`src/rtl/ttds_sqrt.sv`:
```
// ----------------------------------------------------------------------------
// ttds_sqrt
// Pipelined digit-by-digit integer square root, STEP result bits per stage.
// ----------------------------------------------------------------------------
module ttds_sqrt #(
  parameter int K    = 17,
  parameter int STEP = 4,
  parameter int PW   = 1
) (
  input  logic           clk,
  input  logic           rst,
  input  logic           en,
  input  logic           in_v,
  input  logic [2*K-1:0] in_x,
  input  logic [PW-1:0]  in_pay,
  output logic           out_v,
  output logic [K-1:0]   out_root,
  output logic [PW-1:0]  out_pay
);

  localparam int NS = (K + STEP - 1) / STEP;

  logic [NS-1:0]  v_q;
  logic [2*K-1:0] x_q   [NS];
  logic [K:0]     rem_q [NS];
  logic [K-1:0]   res_q [NS];
  logic [PW-1:0]  pay_q [NS];

  for (genvar s = 0; s < NS; s++) begin : g_stage
    logic           v_i;
    logic [2*K-1:0] x_i;
    logic [K:0]     rem_i;
    logic [K-1:0]   res_i;
    logic [PW-1:0]  pay_i;
    logic [2*K-1:0] x_n;
    logic [K:0]     rem_n;
    logic [K-1:0]   res_n;

    if (s == 0) begin : g_first
      assign v_i   = in_v;
      assign x_i   = in_x;
      assign rem_i = '0;
      assign res_i = '0;
      assign pay_i = in_pay;
    end else begin : g_next
      assign v_i   = v_q[s-1];
      assign x_i   = x_q[s-1];
      assign rem_i = rem_q[s-1];
      assign res_i = res_q[s-1];
      assign pay_i = pay_q[s-1];
    end

    // two radicand bits per step against the trial 4*root+1
    always_comb begin
      logic [K+2:0] t;
      logic [K+2:0] trial;
      x_n   = x_i;
      rem_n = rem_i;
      res_n = res_i;
      t     = '0;
      trial = '0;
      for (int k = 0; k < STEP; k++) begin
        if (s * STEP + k < K) begin
          t     = {rem_n, x_n[2*K-1:2*K-2]};
          x_n   = {x_n[2*K-3:0], 2'b00};
          trial = {1'b0, res_n, 2'b01};
          if (t >= trial) begin
            t     = t - trial;
            res_n = {res_n[K-2:0], 1'b1};
          end else begin
            res_n = {res_n[K-2:0], 1'b0};
          end
          rem_n = t[K:0];
        end
      end
    end

    always_ff @(posedge clk) begin
      if (rst) begin
        v_q[s] <= 1'b0;
      end else if (en) begin
        v_q[s] <= v_i;
      end
      if (en) begin
        x_q[s]   <= x_n;
        rem_q[s] <= rem_n;
        res_q[s] <= res_n;
        pay_q[s] <= pay_i;
      end
    end
  end

  assign out_v    = v_q[NS-1];
  assign out_root = res_q[NS-1];
  assign out_pay  = pay_q[NS-1];

endmodule

```
`config.mk`:
```
export PLATFORM = sky130hd
export DESIGN_NAME = ttds_sqrt
export DESIGN_NICKNAME = d
export VERILOG_FILES = /design/src/rtl/ttds_sqrt.sv
export SDC_FILE = /design/constraint.sdc
export NUM_CORES = 1
export LEC_CHECK = 0
export BUFFER_PORTS_ARGS = -buffer_cell sky130_fd_sc_hd__buf_2
export CORE_UTILIZATION = 40
export DETAILED_ROUTE_END_ITERATION = 6
export SYNTH_ARGS = -nofsm -noshare
export SYNTH_HDL_FRONTEND = slang
export SYNTH_SLANG_ARGS = --single-unit
```
`constraint.sdc`:
```
create_clock -name clk -period 19.66 [get_ports clk]
set_input_delay 5.898 -clock clk [delete_from_list [all_inputs] [get_ports clk]]
set_output_delay 5.898 -clock clk [all_outputs]
set_load 0.01 [all_outputs]
```
==> impl_summary.log <==
[metrics] number of synthesis warnings: 0
[metrics] slew at the pin closest to its max-slew limit: 1040 ps
[metrics] Worst Setup End Kind: flip-flop
[metrics] cell area after synthesis: 18,300 um^2
[metrics] count of routing violations after the opening detailed-route iteration: 1,179
[metrics] clock tree from TritonCTS: done
[metrics] final wirelength: 51,600 um
[metrics] layout overhead on the synthesized area: 7.88%
[metrics] Period Utilization, post-route: 66.9%
[metrics] share of power burned in the clock network: 10.1%
[metrics] worst hold path startpoint: x_q[0][14]
[metrics] total routing resource utilization after global routing: 22.3%
[metrics] antenna diode instance count: 0
[metrics] count of port buffers added during placement: 57
[metrics] TritonCTS Sinks: 195
[metrics] number of CTS-inserted buffers: 17
[metrics] number of cells upsized or downsized after cts: 0
[metrics] number of cell rows: 78
[metrics] classification of the worst setup path: flip-flop to flip-flop
[metrics] total internal power: 1820 uW
[metrics] leakage component of the power: 0.00792 uW
[metrics] Peak supply drop: 0.0000980 V
[metrics] slowest stage cell, crit path: nand2_1
[metrics] number of hold violations in the final report: 0
[metrics] startpoint of the worst register-to-register path: res_q[0][42]
[metrics] total vias in the final route: 15,697
[metrics] Final nets: 2,273
[metrics] detailed-route vias per instance: 5.86
[metrics] deepest clock path buffer count: 2
[metrics] most frequently used flop master after synthesis: edfxtp_1
[metrics] proportion of layout cells with a drive suffix above 1: 8.61%
[metrics] worst-case register-to-register setup slack: 6520 ps
[metrics] pin count of the biggest net entering global routing: 70
[metrics] final-layout setup total negative slack: 0 ps
[metrics] Arr. time, crit path: 13,390 ps
[metrics] outcome: complete, but fails checks
[metrics] maximum achievable frequency: 76.1 MHz
[metrics] number of placed I/O pins: 58
[metrics] sort of element at the start of the critical path: flip-flop
[metrics] most area-consuming cells after synthesis: edfxtp_1 (31%), ha_1 (12%), xnor2_1 (5.2%)
[metrics] part of the power in combinational logic: 70.6%
[metrics] Post-Route Skew: 16.5 ps
[metrics] share of flip-flops with an asynchronous set or reset: 0%
[metrics] Mean Syn Cell Area: 8.97 um^2
[metrics] number of antenna violations at the first check in global routing: 0
[metrics] power density normalized to cell area: 180 nW/um^2
[metrics] number of setup buffers added after CTS: 0
[metrics] commonest cells after routing, fill and taps aside: edfxtp_1 (190), nor2_1 (169), ha_1 (169)
[metrics] Post-synth EDFFs: 190
[metrics] post-route standard cell area excluding fillers: 19,800 um^2
[metrics] area of the core region: 45,300 um^2
[metrics] total of max-cap violations: 0
[metrics] number of global-route vias before repair: 14,769
[metrics] final setup violation count: 0
[metrics] die outline area: 46,600 um^2
[metrics] Crit path buffers/inverters: 4
[metrics] wire length of the first global-routing pass: 81,700 um
[metrics] violated checks: DRC
[metrics] placed cell areas: 19,100 um^2
[metrics] sequential group share of total power: 19.3%
[metrics] CTS clock-pin slew for the worst setup and hold paths: 80 ps
[metrics] master cell of the clock root buffer: clkbuf_16
[metrics] number of cells on the worst hold path: 0
[metrics] grt ovf: 0
[metrics] width of the chip: 216 um
[metrics] clock latency of the later-clocked register in the worst-skew pair: 500 ps
[metrics] drc violations: 2
[metrics] flop and latch count out of synthesis: 195
[metrics] RSZ-0062 raised after global routing: no
[metrics] Slew Viols, Final: 0
[metrics] maximum fanout along the worst path: 22
[metrics] number of levels the H-tree was split into: 4
[metrics] Rel. slew slack: 29.6%
[metrics] die outline height: 216 um
[metrics] half-perimeter wire length of the detailed placement result: 40,400 um
[metrics] path class of the lowest-slack min-delay path: flip-flop to flip-flop
[metrics] Switching Fraction: 48.8%
[metrics] final core utilization: 43.6%
[metrics] top cell type's share of synthesized area: 31.2%
[metrics] first-pass iteration count of the detailed router: 7
[metrics] initial core utilization: 40.4%
[metrics] hold-fix buffer count after cts: 0
[metrics] NetSw: 1730 uW
[metrics] R2R Path End: rem_q[0][61]
[metrics] Hold Crit Endpoint: x_q[0][54]
[metrics] r2r worst-path depth: 43
[metrics] most common cell after layout, fill and taps aside: edfxtp_1
[metrics] peak per-stage delay on the critical path: 640 ps
[metrics] Post-Syn Instances: 2,041
[metrics] post-route antenna net violation count: 0
[metrics] sequential area share after synthesis: 31.7%
[metrics] critical path required time: 19,910 ps
[metrics] routability-driven placement congestion ratio: 0.966
[metrics] library cells used by synthesis: 106
[metrics] average routed wire per standard cell: 19.3 um
[metrics] cell class contributing the biggest share of worst-path delay: simple AND/OR/NAND/NOR gates
[metrics] post-route minimum period: 13,140 ps
[metrics] most area-hungry cell type in the Yosys netlist: edfxtp_1
cell families (layout without fill, tap and decap cells):
logic type,after synthesis,in the layout,synth area share [%]
and+or+nand+nor,672,672,19.0
AOI/OAI and AO/OA,589,589,22.2
DFF,195,195,31.7
buffers and inverters,194,230,4.18
adders and majority gates,169,169,11.5
xor gates and xnor gates,159,159,7.65
muxes,62,62,3.70
other,1,2,0.0205
synthesized netlist by cell type (14+ instances only):
master      n
nor3_1     49
nor2b_1    17
a21oi_1   153
a31oi_1    24
or3_1      24
and3_1     25
o31ai_1    17
o21ai_0   105
a21o_1     45
nand2b_1   26
mux2_1     14
o21bai_1   15
mux2_2     24
ha_1      169
edfxtp_1  190
and2_1     17
nand3_1    53
nand2_1   157
o211ai_1   21
nor2_1    169
xnor2_1   108
mux2i_1    22
nand4_1    26
clkbuf_1   36
xor2_1     50
o21a_1     40
inv_1     132
a211oi_1   20
nor4_1     27
power groups by stage:
stage	logic [uW]	registers (uW)	clock network (uW)
global route	2760	694	384
global placement	2450	693	0
finish	2510	685	360
floorplan	1920	667	0
detailed placement	2440	695	0
CTS	2470	686	371
state kept, by name (all words and copies together), names as in the netlist:
| register | count |
|---|---|
| x_q | 56 |
| g_stage.v_i | 4 |
| out_v | 1 |
| res_q | 57 |
| rem_q | 72 |
| pay_q | 5 |
per-stage QoR:
step | total power (uW) | cells | hold slack, ps | setup WS (ps)
3_5_place_dp | 3140 | 2646 | 405 | 6670
4_1_cts | 3530 | 2678 | 423 | 6620
5_1_grt | 3840 | 2678 | 430 | 5420
6_report | 3550 | 2678 | 422 | 6520
2_1_floorplan | 2590 | 2042 | 400 | 8660
3_3_place_gp | 3150 | 2646 | 400 | 6980
per-layer routing:
layer	up-vias	global-route usage (%)	wire length (um)
li1	7740	-	-
met1	7531	31.4	25300
met2	377	35.3	23200
met3	49	3.50	2190
met4	0	5.73	864
met5	-	0	0
worst max path at each step:
stage,endpoint,start,depth (start not counted),slack (ps)
CTS,rem_q[0][62],res_q[0][42],43,6620
floorplan,rem_q[0][10],in_x[31],24,8660
global route,rem_q[0][61],res_q[0][42],43,5420
global placement,rem_q[0][62],res_q[0][42],43,6980
detailed placement,rem_q[0][61],res_q[0][42],43,6670
finish,rem_q[0][61],res_q[0][42],43,6520
worst register-to-register path, delay by kind of cell, from the launching register on:
kind                     cells  cell delay (ps)
AND/OR/NAND/NOR             21             6040
AO/OA/AOI/OAI               11             2400
buffers and inverters        4             1700
adder cells (fa/ha/maj)      4             1570
multiplexers                 2              600
flip-flops                   1              370
XOR/XNOR                     1              190
cell type report:
cell class	instances	area, um^2
Multi-Input combinational cell	1653	11800
Clock inverter	14	183
Sequential cell	195	5810
Timing Repair Buffer	60	318
Inverter	138	519
Tap cell	600	751
Fill cell	4489	25500
Clock buffer	18	429
No activity file was read; power rests on OpenSTA's default activity.
