$ cat src/rtl/ttds_div.sv
// ----------------------------------------------------------------------------
// ttds_div
// Pipelined restoring divider, STEP quotient bits per stage, with sideband.
// ----------------------------------------------------------------------------
module ttds_div #(
  parameter int DW   = 16,
  parameter int QW   = 33,
  parameter int STEP = 4,
  parameter int PW   = 1
) (
  input  logic          clk,
  input  logic          rst,
  input  logic          en,
  input  logic          in_v,
  input  logic [DW-1:0] in_rem,
  input  logic [QW-1:0] in_num,
  input  logic [DW-1:0] in_den,
  input  logic [PW-1:0] in_pay,
  output logic          out_v,
  output logic [QW-1:0] out_quo,
  output logic [PW-1:0] out_pay
);

  localparam int NS = (QW + STEP - 1) / STEP;

  logic [NS-1:0] v_q;
  logic [DW-1:0] r_q   [NS];
  logic [QW-1:0] w_q   [NS];
  logic [DW-1:0] den_q [NS];
  logic [PW-1:0] pay_q [NS];

  for (genvar s = 0; s < NS; s++) begin : g_stage
    logic          v_i;
    logic [DW-1:0] r_i;
    logic [QW-1:0] w_i;
    logic [DW-1:0] den_i;
    logic [PW-1:0] pay_i;
    logic [DW-1:0] r_n;
    logic [QW-1:0] w_n;

    if (s == 0) begin : g_first
      assign v_i   = in_v;
      assign r_i   = in_rem;
      assign w_i   = in_num;
      assign den_i = in_den;
      assign pay_i = in_pay;
    end else begin : g_next
      assign v_i   = v_q[s-1];
      assign r_i   = r_q[s-1];
      assign w_i   = w_q[s-1];
      assign den_i = den_q[s-1];
      assign pay_i = pay_q[s-1];
    end

    // shift in one numerator bit per step, subtract where it fits
    always_comb begin
      logic [DW:0] t;
      r_n = r_i;
      w_n = w_i;
      t   = '0;
      for (int k = 0; k < STEP; k++) begin
        if (s * STEP + k < QW) begin
          t   = {r_n, w_n[QW-1]};
          w_n = {w_n[QW-2:0], 1'b0};
          if (t >= {1'b0, den_i}) begin
            t      = t - {1'b0, den_i};
            w_n[0] = 1'b1;
          end
          r_n = t[DW-1:0];
        end
      end
    end

    always_ff @(posedge clk) begin
      if (rst) begin
        v_q[s] <= 1'b0;
      end else if (en) begin
        v_q[s] <= v_i;
      end
      if (en) begin
        r_q[s]   <= r_n;
        w_q[s]   <= w_n;
        den_q[s] <= den_i;
        pay_q[s] <= pay_i;
      end
    end
  end

  assign out_v   = v_q[NS-1];
  assign out_quo = w_q[NS-1];
  assign out_pay = pay_q[NS-1];

endmodule

$ cat config.mk
export PLATFORM = sky130hd
export DESIGN_NAME = ttds_div
export DESIGN_NICKNAME = d
export VERILOG_FILES = /design/src/rtl/ttds_div.sv
export SDC_FILE = /design/constraint.sdc
export NUM_CORES = 2
export LEC_CHECK = 0
export BUFFER_PORTS_ARGS = -buffer_cell sky130_fd_sc_hd__clkbuf_2
export CAP_MARGIN = 20
export CORE_ASPECT_RATIO = 0.5
export CORE_MARGIN = 4
export CORE_UTILIZATION = 40
export CTS_CLUSTER_DIAMETER = 60
export DETAILED_ROUTE_END_ITERATION = 10
export SLEW_MARGIN = 30
export SYNTH_ARGS = -nofsm -noshare
export SYNTH_HDL_FRONTEND = slang
export SYNTH_SLANG_ARGS = --single-unit
$ cat constraint.sdc
create_clock -name clk -period 15.1 [get_ports clk]
set_input_delay 1.51 -clock clk [delete_from_list [all_inputs] [get_ports clk]]
set_output_delay 1.51 -clock clk [all_outputs]
set_load 0.01 [all_outputs]
==> flow_summary.json <==
{
  "postCtsHoldBufs": 0,
  "worstSetupStartpointType": "flip-flop",
  "most_common_cell_after_layout_fill_and_taps_aside": "sky130_fd_sc_hd__edfxtp_1",
  "postCtsSetupRepairBufs": 0,
  "post_synth.cell_area_avg_um2": 9.941,
  "path_common_cell": "sky130_fd_sc_hd__o21ai_0",
  "min_delay_worst_endpoint": "w_q[0][261]$_DFFE_PP_",
  "r2r_setup_slack_ns": 2.46,
  "fin_worst_skew_ns": 0.03302,
  "via_count": 35870,
  "layout.cells.non_filler": 6394,
  "drt_iter0_markers": 2616,
  "drive_above_1_share_pct": 11.20,
  "buffer_ports.inserted": 104,
  "min_period_over_period_pct": 83.73,
  "share_of_synthesized_flip_flops_with_an_asynchronous_set_or_reset_pct": 0,
  "synth_flop_cell": "sky130_fd_sc_hd__edfxtp_1",
  "cp_slowest_cell": "sky130_fd_sc_hd__o31ai_1",
  "worstPathMaxFanout": 22,
  "synth_fp_nets": 5319,
  "synth.lib_cells_used.distinct": 108,
  "critical_path_required_ns": 15.50,
  "final.fill_count": 10840,
  "cts.htree.levels": 3,
  "numPlacedInstances": 6277,
  "grt_pass1_vias": 34820,
  "worst_hold_stages": 0,
  "post_synth_instance_area_um2": 46610,
  "remaining_routing_drc_violations": 0,
  "worst_path_dominant_cell_family": "compound AO/OA/AOI/OAI gates",
  "max_freq_mhz": 79.09,
  "io_pins": 105,
  "synthSimpleGateAreaFrac_pct": 12.53,
  "synth_top_family_by_area": "compound AO/OA/AOI/OAI gates",
  "worst_pin_slew_ns": 0.9551,
  "final_wirelength_um": 121700,
  "total_number_of_clock_tree_sinks": 571,
  "nNetsFinal": 5445,
  "tritoncts": "done",
  "die-width_um": 490.8,
  "yosysTopAreaCellShare_pct": 36.21,
  "worstSetupPathType": "reg2reg",
  "yosys_register_bits": 571,
  "dp_hpwl_um": 95520,
  "rsz0062_at_grt": "false",
  "cts_resized": 0,
  "hold_viol_final": 0,
  "finalSetupTns_ns": 0,
  "run_status": "complete, no violations",
  "area_growth_syn_to_layout_pct": 9.596,
  "routedWlPerCell_um": 19.03,
  "grt_use_total_pct": 19.28,
  "clockRootBuffer": "sky130_fd_sc_hd__clkbuf_16",
  "synthTopCellsByArea": "sky130_fd_sc_hd__edfxtp_1, sky130_fd_sc_hd__ha_1, sky130_fd_sc_hd__mux2_2",
  "slew_headroom_pct": 36.32,
  "fraction_of_synthesized_area_in_multiplexers_pct": 7.178,
  "critPathBufInv": 5,
  "synth_compound_area_share_pct": 17.68,
  "core_area_um2": 115500,
  "synth-seq-area-share_pct": 36.59,
  "worst_r2r_endpoint": "r_q[0][120]$_DFFE_PP_",
  "drt_first_pass_iters": 8,
  "detail_route.vias_per_cell": 5.610,
  "synth-xor-area-share_pct": 6.802,
  "grt_max_degree": 156,
  "report.final.setup_viol": 0,
  "critical_path.reg2reg.startpoint": "den_q[0][97]$_DFFE_PP_",
  "ctsLongestPathBuffers": 3,
  "wire_length_of_the_first_global_routing_pass_um": 190700,
  "worst_ep_arrival_time_ns": 13.05,
  "floorplan.die_area_um2": 122400,
  "worst_setup_hold_path_clk_slew_ns": 0.07,
  "cts-buffers-inserted": 66,
  "remaining_global_route_overflow": 0,
  "synth_top_cell_by_area": "sky130_fd_sc_hd__edfxtp_1",
  "final_cell_mix": "sky130_fd_sc_hd__edfxtp_1, sky130_fd_sc_hd__ha_1, sky130_fd_sc_hd__a21oi_1, sky130_fd_sc_hd__inv_1, sky130_fd_sc_hd__nor2_1",
  "synth_adder_area_share_pct": 15.55,
  "std_cell_rows": 88,
  "floorplan.die.height_um": 249.4,
  "time_the_final_worst_path_needs_with_i_o_delays_and_setup_ns": 12.64,
  "synth.yosys.warnings": 0,
  "place.gp.congestion": 0.9423,
  "timing.hold.worst.class": "reg2reg",
  "synth_enable_flop_cells": 562,
  "antenna-diode-count": 0,
  "cap_viol_max_count": 0,
  "number_of_nets_with_antenna_violations_after_routing": 0,
  "reg2regPathDepth": 41,
  "floorplan.initialDensity_pct": 40.36,
  "clk-insertion-delay-late_ns": 0.67,
  "final_max_slew_viol_count": 0,
  "endpoint_kind": "flip-flop",
  "antenna_found_initial": 1,
  "syn_inst": 4689,
  "worst_hold_startpoint": "w_q[0][224]$_DFFE_PP_",
  "crit_path_max_incr_delay_ns": 0.71
}
==> sequential cells by signal, indices dropped and copies added (netlist names) <==
register / flops
den_q: 128
g_stage.v_i: 8
out_v: 1
pay_q: 9
r_q: 128
w_q: 297
==> layer usage <==
metal / global-route usage, % / up-vias / share of wire (%)
met5: 0 / - / 0
met4: 6.585 / 0 / 3.2
met3: 3.001 / 207 / 4.7
met2: 31.56 / 844 / 46
met1: 26.02 / 17050 / 47
li1: - / 17770 / -
==> worst max-delay path by stage <==
| stage | startpoint | end | slack [ns] | cells past startpoint |
|---|---|---|---|---|
| 5_1_grt | den_q[0][1]$_DFFE_PP_ | r_q[0][21]$_DFFE_PP_ | 1.46 | 44 |
| 6_report | den_q[0][97]$_DFFE_PP_ | r_q[0][120]$_DFFE_PP_ | 2.46 | 41 |
| 3_5_place_dp | in_den[1] | r_q[0][4]$_DFFE_PP_ | 2.03 | 46 |
| 4_1_cts | den_q[0][97]$_DFFE_PP_ | r_q[0][120]$_DFFE_PP_ | 2.68 | 41 |
| 2_1_floorplan | in_den[1] | r_q[0][11]$_DFFE_PP_ | 3.19 | 47 |
| 3_3_place_gp | in_den[1] | r_q[0][3]$_DFFE_PP_ | 2.26 | 46 |
==> cell usage after synthesis, drive strengths merged (9+ instances only) <==
cell type,instances
dfxtp,9
xor2,111
o211ai,13
o31a,21
nand2,263
a21boi,34
a31oi,33
o221ai,13
fa,32
mux2i,65
nand3,95
edfxtp,562
o21bai,49
a21o,124
nor3,99
nor2b,77
a221o,9
mux2,239
o31ai,36
a211oi,48
or2,28
nand4,85
a21oi,381
nor2,350
nor4,21
ha,528
clkbuf,30
o21ai,282
nand2b,55
inv,363
o21a,91
and3,32
and2,17
xnor2,251
buf,38
o41ai,15
a211o,17
or3,29
a31o,11
o2111ai,10
==> kinds of logic (layout without fill, tap and decap cells) <==
family	after synthesis	after routing
AND/OR/NAND/NOR	1194	1194
XOR/XNOR	362	362
multiplexers	304	304
buffers and inverters	432	607
flip-flops	571	571
adder cells (fa/ha/maj)	560	560
AO/OA/AOI/OAI	1266	1266
==> through the flow <==
step / hold slack (ns) / cell area [um2] / util (%) / setup WS [ns]
after floorplan: 0.4003 / 46610 / - / 3.195
after global placement: 0.4010 / 48890 / 42.33 / 2.262
after detailed placement: 0.4045 / 48890 / 42.33 / 2.030
after CTS: 0.4074 / 51070 / 44.22 / 2.678
after global routing: 0.4129 / 51090 / 44.23 / 1.464
final: 0.4064 / 51090 / 44.23 / 2.456
==> worst register-to-register path, delay by kind of cell (launching register included) <==
| family | cells | cell delay (ns) |
|---|---|---|
| AND/OR/NAND/NOR | 7 | 1.57 |
| multiplexers | 2 | 0.79 |
| buffers and inverters | 5 | 1.05 |
| adder cells (fa/ha/maj) | 4 | 1.37 |
| flip-flops | 1 | 0.54 |
| AO/OA/AOI/OAI | 23 | 7.08 |
==> cell type report <==
type,count,area (um2),area share (%)
sequential,571,17060,33.39
clock buffer,74,1703,3.333
multi-input combinational,3686,27840,54.51
timing repair buffer,126,719.4,1.408
tap,1530,1914,3.747
clock inverter,43,481.7,0.9430
inverter,364,1366,2.675
Power is not shown: default switching activity piles up to over one toggle a cycle in this logic, so the estimate is an artifact.
